<file path="src/rtl/ffh_pkg.sv">
// Shared types and constants for the first-fit heap allocator
`timescale 1ns / 1ps
package ffh_pkg;

  localparam int ADDR_W = 20;
  localparam int SIZE_W = 21;
  localparam int NEED_W = 22;

  localparam int HEAP_BYTES_DEF   = 1048576;
  localparam int MAX_BLOCKS_DEF   = 64;
  localparam int HEADER_BYTES_DEF = 40;

  localparam int SPLIT_SLACK = 32;
  localparam int ALIGN_MASK  = 7;

  typedef enum logic [1:0] {
    ACT_ALLOC  = 2'd0,
    ACT_FREE   = 2'd1,
    ACT_RESIZE = 2'd2,
    ACT_NOP    = 2'd3
  } ffh_action_e;

  typedef enum logic [1:0] {
    ST_OK      = 2'd0,
    ST_NOFIT   = 2'd1,
    ST_DBLFREE = 2'd2,
    ST_UNKNOWN = 2'd3
  } ffh_status_e;

  typedef enum logic [2:0] {
    S_IDLE,
    S_ALIGN,
    S_PASS,
    S_EVAL,
    S_DONE
  } ffh_state_e;

  typedef enum logic [1:0] {
    PH_LOOKUP,
    PH_ALLOC,
    PH_FREE
  } ffh_phase_e;

  typedef struct packed {
    ffh_action_e        action;
    logic [ADDR_W-1:0]  address;
    logic [SIZE_W-1:0]  size_bytes;
  } ffh_req_t;

  typedef struct packed {
    ffh_status_e        status;
    logic [ADDR_W-1:0]  result_address;
    logic [SIZE_W-1:0]  granted_bytes;
    logic [SIZE_W-1:0]  used_bytes;
    logic [SIZE_W-1:0]  free_bytes;
  } ffh_rsp_t;

  // one table entry as it travels around the ring
  typedef struct packed {
    logic               valid;
    logic               free;
    logic [ADDR_W-1:0]  start;
    logic [SIZE_W-1:0]  size;
  } ffh_entry_t;

endpackage

</file>
<file path="src/rtl/ffh_cell.sv">
// One ring cell holding a single block table entry
`timescale 1ns / 1ps
module ffh_cell import ffh_pkg::*; #(
  parameter int HEAP_BYTES   = HEAP_BYTES_DEF,
  parameter int HEADER_BYTES = HEADER_BYTES_DEF,
  parameter bit IS_FIRST     = 1'b0
) (
  input  logic       clk_i,
  input  logic       rst_ni,
  input  logic       shift_i,
  input  ffh_entry_t ent_i,
  output ffh_entry_t ent_o
);

  ffh_entry_t ent_q;

  // the first cell starts as the whole heap, all others empty
  always_ff @(posedge clk_i or negedge rst_ni) begin
    if (!rst_ni) begin
      ent_q.valid <= IS_FIRST;
      ent_q.free  <= IS_FIRST;
      ent_q.start <= '0;
      ent_q.size  <= SIZE_W'(HEAP_BYTES - HEADER_BYTES);
    end else if (shift_i) begin
      ent_q <= ent_i;
    end
  end

  assign ent_o = ent_q;

endmodule

</file>
<file path="config.mk">
export PLATFORM = sky130hd
export DESIGN_NAME = ffh_cell
export DESIGN_NICKNAME = d
export VERILOG_FILES = /design/src/rtl/ffh_pkg.sv /design/src/rtl/ffh_cell.sv
export SDC_FILE = /design/constraint.sdc
export NUM_CORES = 1
export LEC_CHECK = 0
export ABC_AREA = 1
export BUFFER_PORTS_ARGS = -buffer_cell sky130_fd_sc_hd__buf_2
export CORE_MARGIN = 2
export CORE_UTILIZATION = 47
export DETAILED_ROUTE_END_ITERATION = 7
export PLACE_DENSITY = 0.8
export SYNTH_ARGS = -nofsm -noshare
export SYNTH_HDL_FRONTEND = slang
export SYNTH_SLANG_ARGS = --single-unit
</file>
<file path="constraint.sdc">
create_clock -name clk_i -period 1.3 [get_ports clk_i]
set_input_delay 0 -clock clk_i [delete_from_list [all_inputs] [get_ports clk_i]]
set_output_delay 0 -clock clk_i [all_outputs]
set_load 0.01 [all_outputs]
</file>
Word-level counts from Yosys, hierarchy flattened
Index checks and enable logic that the tools add are counted.

word-level totals
  register bits = 43
  bits in latches = 0
  memory bits (writable) = 0
  bits in read-only memories = 0
  bits of input ports = 46
  output and inout port bits = 43
  word-level logic and storage cells = 4
  memories kept = 0

cells by class
  add/sub/neg operators = 0
  multipliers = 0
  div/mod/pow operators = 0
  order comparisons = 0
  equal/unequal tests = 0
  shift-type cells = 0
  mux-type cells = 0
  bitwise logic cells = 0
  reductions and logical operators = 0

Longest topological paths before layout
  depth in word-level cells = 0
  gate-level depth with buffers = 5
  gate-level depth less buffers = 3

Least setup slack after synthesis
Ideal clock, no wire load.

  path type = reg-to-reg
  from = register, netlist name ent_o[18]
  to = register ent_q, in the netlist ent_o[18]
  arrival time = 627 ps
  data required time = 1240 ps
  slack = 613 ps
  cell stages (with the launch flop) = 3
  period minus slack after synthesis = 687 ps
  path through = dfstp_2 > nand2_1 > nand2_1

RTL lines
  item                    line            RTL
  end signal: assignment  ffh_cell.sv:25  ent_q <= ent_i;
  end: declaration        ffh_cell.sv:15  ffh_entry_t ent_q;

Final worst setup path
  from = register ent_q, in the netlist ent_o[11]
  to = output port ent_o[11] (netlist name)

RTL lines
  item              line            RTL
  end: declaration  ffh_cell.sv:12  output ffh_entry_t ent_o

No word-level cell between the ends.

==> results by group <==
Worst setup path
  • Critical path fanouts, max: 2
  • Largest delay share family, worst path: flip-flops
  • Slowest cell on the critical path: dfstp_2
  • Worst path arrival time: 1050 ps
  • Largest stage delay on the critical path: 560 ps
  • Worst EP required: 1300 ps
  • Startpoint Class: flop
  • Worst path bufs/invs: 1
  • WS Path Type: flop to output pin
  • CP cell instances: buf_2
  • CP endpoint kind: output pin

Timing
  • Hold_ws: 31.5 ps
  • Worst-Margin Slew: 514 ps
  • # setup viols final: 0
  • Worst Clk Skew: 0 ps
  • FMAX: 954 MHz
  • Unrepaired setup endpoints after global routing: no
  • Final TNS setup: 0 ps
  • Final slew viol count: 0
  • Final min period: 1050 ps
  • Max transition margin: 65.7%
  • Final hold vios: 0
  • Setup slack after layout: 252 ps
  • Tcrit/Tclk final: 80.6%

Synthesis
  • Yosys top cell by area: dfrtp_1
  • Syn_area_per_cell: 9.21 µm²
  • Synthesized area: 0.00168 mm²
  • Post-synth cell types: 6
  • Top cells by area, synth: dfrtp_1 40%, nand2_1 29%, dfstp_2 25%, buf_6 3.4%, buf_4 1.8%
  • Post-Syn Instances: 182
  • Yosys reg bits: 43
  • Share of the synthesized area in the top cell type: 40.3%
  • Synthesis warning total: 0
  • Register area share after synthesis: 65.4%
  • Post-synth net total: 228

Floorplanning
  • Die extent in x: 63.7 µm
  • Starting Density: 49.4%
  • # rows: 21
  • Top Ports: 89
  • Core box area: 0.00339 mm²
  • Die Height: 63.7 µm
  • DIE AREA: 0.00406 mm²

Power
  • Leak Pwr: 1.49 nW
  • Clock power share: 25.6%
  • Power density over the cells: 1060 mW/mm²
  • Share of total power in combinational logic: 20.1%
  • Sequential power share: 54.3%
  • Tot Pwr: 2.86 mW
  • Sw frac: 26.7%
  • Max IR drop VDD: 0.874 mV
  • Psw: 762 µW
  • Internal power: 2.10 mW

Route
  • Avg WL per Cell: 12.9 µm
  • DR vias: 1,675
  • Iteration-0 DRC Markers: 82
  • Total wire length: 4760 µm
  • Post-DRT Antenna Nets: 0
  • DR vias/cell: 4.55
  • Detailed-route DRC error count: 0
  • Pre-Repair DR Iteration Count: 4

Clocking
  • Clock Latency Late Sink: 350 ps
  • Max H-tree Level: 2
  • CTS tree: built
  • Max Root-Sink Buffers: 2
  • Clk sinks: 43
  • Clk slew on worst S/H paths: 120 ps
  • Setup repair bufs after CTS: 0
  • Num CTS Buffers: 5
  • Root Buffer: clkbuf_4

Final layout
  • Finished Layout Cells: 368
  • Post-route cell area: 0.00269 mm²
  • Core Util, Final: 79.4%
  • Most frequent cells in the layout: 129 x nand2_1, 88 x buf_2, 50 x dlygate4sd3_1, 27 x dfrtp_1, 16 x dfstp_2
  • Max reg flops: 43
  • Antenna diodes: 0
  • Commonest non-fill, non-tap cell in the layout: nand2_1
  • Nets@finish: 367
  • Share of layout cells above drive strength 1: 35.7%
  • Area grow syn2layout: 60.6%

Worst hold path
  • Hold WC Path Type: input pin to flop

Placed design
  • I/O Buffers: 88
  • DP Worst Slack: 528 ps
  • Placed cells: 310
  • Routability cong.: 0.734
  • Dpl hpwl: 2420 µm
  • Placed inst area: 0.00212 mm²

GRT
  • GRT Util Overall: 26.1%
  • Total grt overflow: 0
  • Initial antenna violation count: 0
  • First-pass GRT wire length: 7900 µm
  • Largest net degree at the start of global routing: 44
  • Vias in the first global route: 1,757

Run
  • Max-Cap Viols: 0

Status
  • Status: completed
## Yosys cell counts, drive strengths merged
cell     n
dfrtp   27
inv      1
dfstp   16
buf      9
nand2  129
## area by class of cell
cell class	instances	area (µm²)
Multi-Input combinational cell	129	484
Sequential cell	43	1100
Inverter	1	8.76
Tap cell	46	57.6
Fill cell	229	698
Clock buffer	8	68.8
Timing Repair Buffer	141	976
## power by group through the flow
stage / Sequential (mW) / Combinational (mW) / Clock (mW)
6_report: 1.55 / 0.575 / 0.730
5_1_grt: 1.57 / 0.637 / 0.803
4_1_cts: 1.55 / 0.562 / 0.739
3_5_place_dp: 1.57 / 0.448 / 0
3_3_place_gp: 1.57 / 0.440 / 0
2_1_floorplan: 1.63 / 0.159 / 0
## repair_timing
action                    in CTS  in global routing
resized for setup              0                  0
hold endpoints to repair      80                  0
hold buffers                  50                  0
## routing by layer
layer / global-route usage, % / vias to the layer above / part of all wire (%)
met5: 0 / - / 0
met4: 12.8 / 0 / 1.9
met3: 5.89 / 13 / 6.5
met2: 47.5 / 67 / 54
met1: 28.3 / 775 / 38
li1: - / 820 / -
## kinds of logic after synthesis
family	Yosys count	synth area share [%]
AND/OR/NAND/NOR	129	28.9
buffers and inverters	10	5.68
flip-flops	43	65.4
## final timing paths
check | start | end | slack (ps) | cells after the start
max in group asynchronous | rst_ni | ent_o[7]$_DFFE_PN1P_ | 600 | 3
min in group asynchronous | rst_ni | ent_o[39]$_DFFE_PN0P_ | 140 | 2
worst max register to register | ent_o[15]$_DFFE_PN1P_ | ent_o[15]$_DFFE_PN1P_ | 560 | 2
worst min-delay path | shift_i | ent_o[30]$_DFFE_PN0P_ | 30 | 3
worst min register to register | ent_o[9]$_DFFE_PN1P_ | ent_o[9]$_DFFE_PN1P_ | 470 | 2
worst max-delay path | ent_o[11]$_DFFE_PN1P_ | ent_o[11] | 250 | 1
(Power assumes the default switching activity.)
